**config.mk**
```make
export PLATFORM = sky130hd
export DESIGN_NAME = pdmq_ctrl
export DESIGN_NICKNAME = d
export VERILOG_FILES = /design/src/rtl/pdmq_pkg.sv /design/src/rtl/pdmq_ctrl.sv
export SDC_FILE = /design/constraint.sdc
export NUM_CORES = 1
export LEC_CHECK = 0
export BUFFER_PORTS_ARGS = -buffer_cell sky130_fd_sc_hd__buf_2
export CORE_AREA = 2 2 39 41
export CTS_BUF_LIST = sky130_fd_sc_hd__clkbuf_4
export CTS_CLUSTER_DIAMETER = 150
export DETAILED_ROUTE_END_ITERATION = 8
export DIE_AREA = 0 0 41 43
export SLEW_MARGIN = 20
export SYNTH_ARGS = -nofsm -noshare
export SYNTH_HDL_FRONTEND = slang
export SYNTH_SLANG_ARGS = --single-unit
```
**constraint.sdc**
```tcl
create_clock -name clk -period 4.5 [get_ports clk]
set_clock_uncertainty 0.1 [all_clocks]
set_input_delay 0.9 -clock clk [delete_from_list [all_inputs] [get_ports clk]]
set_output_delay 0.9 -clock clk [all_outputs]
set_load 0.1 [all_outputs]
```
**src/rtl/pdmq_pkg.sv**
```systemverilog
`timescale 1ns / 1ps

package pdmq_pkg;

    // Default sizing of the kept-magnitude store
    localparam int MAX_DIMS_DEF = 128;
    localparam int MAX_KEEP_DEF = 16;

    // Field widths
    localparam int DIM_W   = 7;
    localparam int VALUE_W = 32;
    localparam int MAG_W   = 31;
    localparam int STAT_W  = 2;

    localparam int IN_TDATA_W  = ((DIM_W + VALUE_W + 7) / 8) * 8;
    localparam int OUT_TDATA_W = ((STAT_W + MAG_W + 7) / 8) * 8;

    // Configuration registers
    localparam int NUM_KEEP_W = 5;
    localparam int MAX_DP_W   = 24;
    localparam int DIMS_W     = 8;
    localparam int CFG_IDX_W  = 2;
    localparam int CFG_DATA_W = 24;

    localparam logic [NUM_KEEP_W-1:0] NUM_KEEP_RST = 5'd1;
    localparam logic [MAX_DP_W-1:0]   MAX_DP_RST   = 24'hFF_FFFF;
    localparam logic [DIMS_W-1:0]     DIMS_RST     = 8'd128;

    typedef enum logic [CFG_IDX_W-1:0] {
        CFG_NUM_KEEP = 2'd0,
        CFG_MAX_DP   = 2'd1,
        CFG_DIMS     = 2'd2
    } cfg_idx_t;

    typedef enum logic {
        KIND_SAMPLE = 1'b0,
        KIND_QUERY  = 1'b1
    } kind_t;

    typedef enum logic [STAT_W-1:0] {
        STAT_OK      = 2'd0,
        STAT_BAD_DIM = 2'd1,
        STAT_LIMIT   = 2'd2
    } stat_t;

    // Controller to datapath
    typedef struct packed {
        logic load;       // take the input beat
        logic cnt_rd;     // read the dimension's count
        logic held_calc;  // work out held entries, read the lowest
        logic res_cap;    // capture the queried magnitude
        logic walk;       // one step of the insertion walk
        logic fin;        // place the new magnitude, write the count
        logic out_load;   // move the result into the output register
    } ctrl_cmd_t;

    // Datapath to controller
    typedef struct packed {
        logic is_query;
        logic err;
        logic held_zero;
        logic walk_done;
        logic out_busy;
    } dp_stat_t;

endpackage

```
**src/rtl/pdmq_ctrl.sv**
```systemverilog
`timescale 1ns / 1ps

module pdmq_ctrl (
    input  logic                  clk,
    input  logic                  rst_n,
    input  logic                  s_tvalid,
    output logic                  s_tready,
    input  pdmq_pkg::dp_stat_t    stat,
    output pdmq_pkg::ctrl_cmd_t   cmd
);

    import pdmq_pkg::*;

    typedef enum logic [6:0] {
        ST_IDLE     = 7'b000_0001,
        ST_CNT_RD   = 7'b000_0010,
        ST_CNT_DATA = 7'b000_0100,
        ST_QDATA    = 7'b000_1000,
        ST_WALK     = 7'b001_0000,
        ST_FIN      = 7'b010_0000,
        ST_OUT      = 7'b100_0000
    } state_t;

    state_t state_reg;
    state_t state_next;

    always_ff @(posedge clk or negedge rst_n)
    begin
        if (!rst_n)
        begin
            state_reg <= ST_IDLE;
        end
        else
        begin
            state_reg <= state_next;
        end
    end

    always_comb
    begin
        state_next = state_reg;
        cmd        = '0;
        unique case (state_reg)
            ST_IDLE:
            begin
                cmd.load = s_tvalid;
                if (s_tvalid)
                begin
                    state_next = ST_CNT_RD;
                end
            end
            ST_CNT_RD:
            begin
                if (stat.err)
                begin
                    state_next = ST_OUT;
                end
                else
                begin
                    cmd.cnt_rd = 1'b1;
                    state_next = ST_CNT_DATA;
                end
            end
            ST_CNT_DATA:
            begin
                cmd.held_calc = 1'b1;
                if (stat.is_query)
                begin
                    state_next = stat.held_zero ? ST_OUT : ST_QDATA;
                end
                else
                begin
                    state_next = stat.held_zero ? ST_FIN : ST_WALK;
                end
            end
            ST_QDATA:
            begin
                cmd.res_cap = 1'b1;
                state_next  = ST_OUT;
            end
            ST_WALK:
            begin
                cmd.walk = 1'b1;
                if (stat.walk_done)
                begin
                    state_next = ST_FIN;
                end
            end
            ST_FIN:
            begin
                cmd.fin    = 1'b1;
                state_next = ST_OUT;
            end
            ST_OUT:
            begin
                if (!stat.out_busy)
                begin
                    cmd.out_load = 1'b1;
                    state_next   = ST_IDLE;
                end
            end
            default:
            begin
                state_next = ST_IDLE;
            end
        endcase
    end

    assign s_tready = (state_reg == ST_IDLE);

endmodule

```
==> impl_metrics.yaml, run 1 <==
setup_path:
  cp.required_ns: 3.50
  crit_type: "reg2out"
  crit_path_end_kind: "primary output"
  crit_arrival_ns: 2.24
  ff2ff_setup_slack_ns: 2.74
  start_kind: "flop"
  cp_max_fo: 9
layout:
  syn2layout_area_growth_pct: 23.27
  n_antenna_cell: 0
  final_nets: 82
  mostFrequentLayoutCell: "buf_2"
  largest_reg_flops: 7
  drive_gt1_frac: 0.3973
  final_cell_mix: "15 x buf_2, 6 x dfrtp_1, 5 x nor2_1"
cts:
  cts.path.max_buffers: 2
  clock_latency_ns: 0.26
  cts_tree: "yes"
  clkSlewWorstSetupHoldPaths_ns: 0.06
  post-cts-setup-buffers: 0
  clock_sinks: 7
  cts-htree-levels: 1
  cts_resized: 0
  clk_root_buffer_cell: "clkbuf_4"
  cts_buffers: 3
  postCtsHoldBufs: 0
timing:
  finalCriticalPeriod_ns: 3.236
  maxSlewViolCount: 0
  tightest_slew_ns: 0.4847
  finalCritPeriodShare: 0.7191
  setup_tns_ns: 0
  maxSlewHeadroom: 0.6791
  hold_viol: 0
  holdWs_ns: 0.3652
  fmax_ghz: 0.3090
  setup_viol: 0
  rsz0062_at_grt: "no"
detailed_routing:
  wl_per_cell_um: 12.20
  drtIter0Drc: 5
  drtAntennaViolNets: 0
  drt-total-wl_um: 1086
  vias: 478
  drc: 0
  viasPerCell: 5.371
  first_pass_iters: 2
logic_synthesis:
  synthCells: 57
  syn-num-nets: 65
  netlist_area_um2: 505.5
  synth_warnings: 0
  ys_types: 28
  syn_avg_cell_area_um2: 8.868
  seq_area_frac_synth: 0.3490
  ys_seq_elements: 7
die:
  coreArea_um2: 1384
  initial_utilization: 0.3653
  die_w_um: 41
  dieHeight_um: 43
  dieArea_um2: 1763
  rows: 14
  io_pins: 16
global_route:
  grt_pass1_wl_um: 1773
  grt_max_degree: 12
  grt.total_usage: 0.1569
  overflow: 0
  antenna_found_initial: 0
  grt_pass1_vias: 440
min_path:
  hold_path.class: "in2async"
power_and_ir_drop:
  power_mw: 0.3893
  cellPowerDensity_nw_per_um2: 624.8
  leakage_nw: 0.3195
  ir_drop_v: 0.0003017
place:
  hpwlAfterDp_um: 856.7
  place_congestion: 0.8011
  port_buffers: 15
status:
  status: "finished clean"
run:
  drv_cap: 0
==> cell families after synthesis <==
kind of cell              synth area share
DFF                                 0.3490
xor gates and xnor gates           0.03466
AOI/OAI and AO/OA                   0.1535
buffers and inverters              0.06928
and+or+nand+nor                     0.3936
==> per-stage QoR <==
stage / area (µm²) / util / cells / setup WS (ns)
2_1_floorplan: 518.0 / - / 57 / 0.6615
3_3_place_gp: 593.1 / 0.4286 / 85 / 1.564
3_5_place_dp: 593.1 / 0.4286 / 85 / 1.541
4_1_cts: 623.1 / 0.4503 / 89 / 1.255
5_1_grt: 623.1 / 0.4503 / 89 / 1.180
6_report: 623.1 / 0.4503 / 89 / 1.264
==> critical path: stages, from the launching register on <==
cell and delay, ns:
dfrtp_1 0.47, or4_4 0.61, nor4b_4 0.29, and2_2 0.18, buf_2 0.41
==> Yosys cell counts (all sizes together) <==
library cell,instances,area (µm²)
buf,2,16.26
nor4b,1,23.77
and4b,2,21.27
a221o,1,10.01
o2111ai,1,8.760
clkbuf,1,3.750
nand3,2,10.01
nor4,5,31.28
nor3,2,10.01
a21oi,2,10.01
inv,4,15.01
and3,2,12.51
o22ai,3,18.77
a22oi,1,12.51
dfstp,1,26.28
nand2b,3,18.77
xor2,2,17.52
dfrtp,6,150.1
and2,2,15.01
nor2,6,25.03
or4,1,11.26
and3b,1,8.760
o211ai,1,7.510
o21ai,2,10.01
nand2,3,11.26
==> power breakdown <==
part	leakage [nW]	switching [mW]	total, mW	internal [mW]
logic	0.208	0.153	0.220	0.0666
clock network	0.0184	0.0257	0.0658	0.0400
registers	0.0931	0.0246	0.104	0.0791
==> cell type report <==
class | instances | area (µm²)
Clock buffer | 4 | 30.03
Timing Repair Buffer | 15 | 75.07
Tap cell | 16 | 20.02
Multi-Input combinational cell | 43 | 306.5
Sequential cell | 7 | 176.4
Inverter | 4 | 15.01
Fill cell | 136 | 760.7
==> routing by layer <==
metal | part of all wire | track usage | wire [µm] | up-vias
met5 | 0 | 0 | 0 | -
met4 | 0.018 | 0.1000 | 20 | 0
met3 | 0.057 | 0.04712 | 62 | 2
met2 | 0.47 | 0.2406 | 507 | 12
met1 | 0.46 | 0.1782 | 495 | 220
li1 | - | - | - | 244
==> worst paths after layout <==
| check | from | to | depth (start not counted) |
|---|---|---|---|
| hold / removal | rst_n | state_reg[2] | 1 |
| max in group asynchronous | rst_n | state_reg[0] | 1 |
| setup reg to reg | state_reg[5] | state_reg[0] | 4 |
| hold reg to reg | state_reg[6] | state_reg[2] | 2 |
| min in group clk | state_reg[6] | state_reg[2] | 2 |
| setup / recovery | state_reg[5] | cmd[6] | 4 |
Note: power is estimated with default switching activity, not from simulation.
==> inputs of run 2 (changes only) <==
Clock period 4.5 ns to 3.31 ns, I/O delays scaled along.
==> run 2 against run 1 <==
  * Final area up 0.20%
  * Via count up 6.5%
  * Combinational power up 39%
  * Count of clock-buffer cells in the layout unchanged
  * Global-route usage up 2.4 points
==> impl_metrics.yaml, run 2 (synthesis gave the netlist of run 1 again) <==
detailed_routing:
  wl_per_cell_um: 14.15
  vias: 509
  first_pass_iters: 4
  drt-total-wl_um: 1259
  drc: 0
  drtIter0Drc: 19
  drtAntennaViolNets: 0
  viasPerCell: 5.719
setup_path:
  ff2ff_setup_slack_ns: 1.49
  start_kind: "flop"
  regToRegStartpoint: "state_reg[5]"
  critPathTopFamily: "simple AND/OR/NAND/NOR gates"
  cp.required_ns: 2.55
  worst-path-buf-inv: 1
  critical-path-max-stage-delay_ns: 0.61
  crit_type: "reg2out"
  slowest_stage: "or4_4"
  reg2reg_depth: 4
  crit_path_end_kind: "primary output"
  r2r-end: "state_reg[0]"
  critical_path.cell_chain: "or4_4 > nor4b_4 > and2_4 > buf_2"
  crit_arrival_ns: 2.29
  cp_max_fo: 9
status:
  status: "finished clean"
global_route:
  grt.total_usage: 0.1804
  grt_max_degree: 12
  antenna_found_initial: 0
  grt_pass1_wl_um: 2132
  overflow: 0
  grt_pass1_vias: 500
min_path:
  hold_path.class: "in2async"
die:
  dieArea_um2: 1763
  io_pins: 16
  dieHeight_um: 43
  die_w_um: 41
  coreArea_um2: 1384
  initial_utilization: 0.3653
  rows: 14
place:
  place_congestion: 0.7898
  place_inst: 85
  port_buffers: 15
  hpwlAfterDp_um: 943.8
cts:
  post-cts-setup-buffers: 0
  cts.path.max_buffers: 2
  postCtsHoldBufs: 0
  clock_sinks: 7
  clkSlewWorstSetupHoldPaths_ns: 0.06
  clock_latency_ns: 0.25
  cts-htree-levels: 1
  clk_root_buffer_cell: "clkbuf_4"
  cts_resized: 0
  cts_tree: "yes"
  cts_buffers: 3
layout:
  fillers: 146
  mostFrequentLayoutCell: "buf_2"
  drive_gt1_frac: 0.3973
  final_cell_mix: "15 x buf_2, 6 x dfrtp_1, 5 x nor2_1"
  finish.utilization: 0.4512
  syn2layout_area_growth_pct: 23.51
  n_antenna_cell: 0
  final_nets: 82
  final_cells: 89
  largest_reg_flops: 7
timing:
  rsz0062_at_grt: "no"
  hold_viol: 0
  fmax_ghz: 0.3276
  finalCritPeriodShare: 0.9222
  maxSlewHeadroom: 0.6783
  maxSlewViolCount: 0
  tightest_slew_ns: 0.4860
  finalCriticalPeriod_ns: 3.052
  setup_viol: 0
run:
  drv_cap: 0
power_and_ir_drop:
  ir_drop_v: 0.0003347
  cellPowerDensity_nw_per_um2: 859.5
  leakage_nw: 0.3206
  power_mw: 0.5366
run 2: cell counts in the layout (fill, tap and decap cells not counted):
No cell type changed its count.
run 2: how the worst max path moves through the flow:
| stage | start | end | cells after the start |
|---|---|---|---|
| after global placement | state_reg[5] | cmd[6] | 4 |
| after detailed placement | state_reg[5] | cmd[6] | 4 |
| after global routing | state_reg[5] | cmd[6] | 4 |
| after floorplan | state_reg[5] | cmd[5] | 3 |
| after CTS | state_reg[5] | cmd[6] | 4 |
| final | state_reg[5] | cmd[6] | 4 |
run 2: area by class of cell:
type	instances	area [µm²]	share of cell area
sequential	7	176.4	0.2826
inverter	4	15.01	0.02405
multi-input combinational	43	307.8	0.4930
tap	16	20.02	0.03206
timing repair buffer	15	75.07	0.1202
clock buffer	4	30.03	0.04810
run 2: per-stage QoR:
step                      setup WS [ns]  cell area [µm²]  hold slack [ns]  TNS, ns
final                            0.2575            624.3           0.1370        0
after global routing             0.1449            624.3           0.1474        0
after CTS                        0.2444            624.3           0.1360        0
after detailed placement         0.5310            594.3           0.4120        0
after global placement           0.5456            594.3           0.4122        0
after floorplan                 -0.2236            519.2           0.2664  -0.4336
run 2: routing by layer:
layer,GRT usage,wire length [µm]
met3,0.03141,51
met2,0.2656,560
met4,0.1133,36
met1,0.2313,610
met5,0,0
run 2: where the power goes:
group | leakage, nW | internal, mW | switching (mW)
combinational | 0.209 | 0.0930 | 0.212
clock | 0.0184 | 0.0544 | 0.0342
sequential | 0.0931 | 0.107 | 0.0358
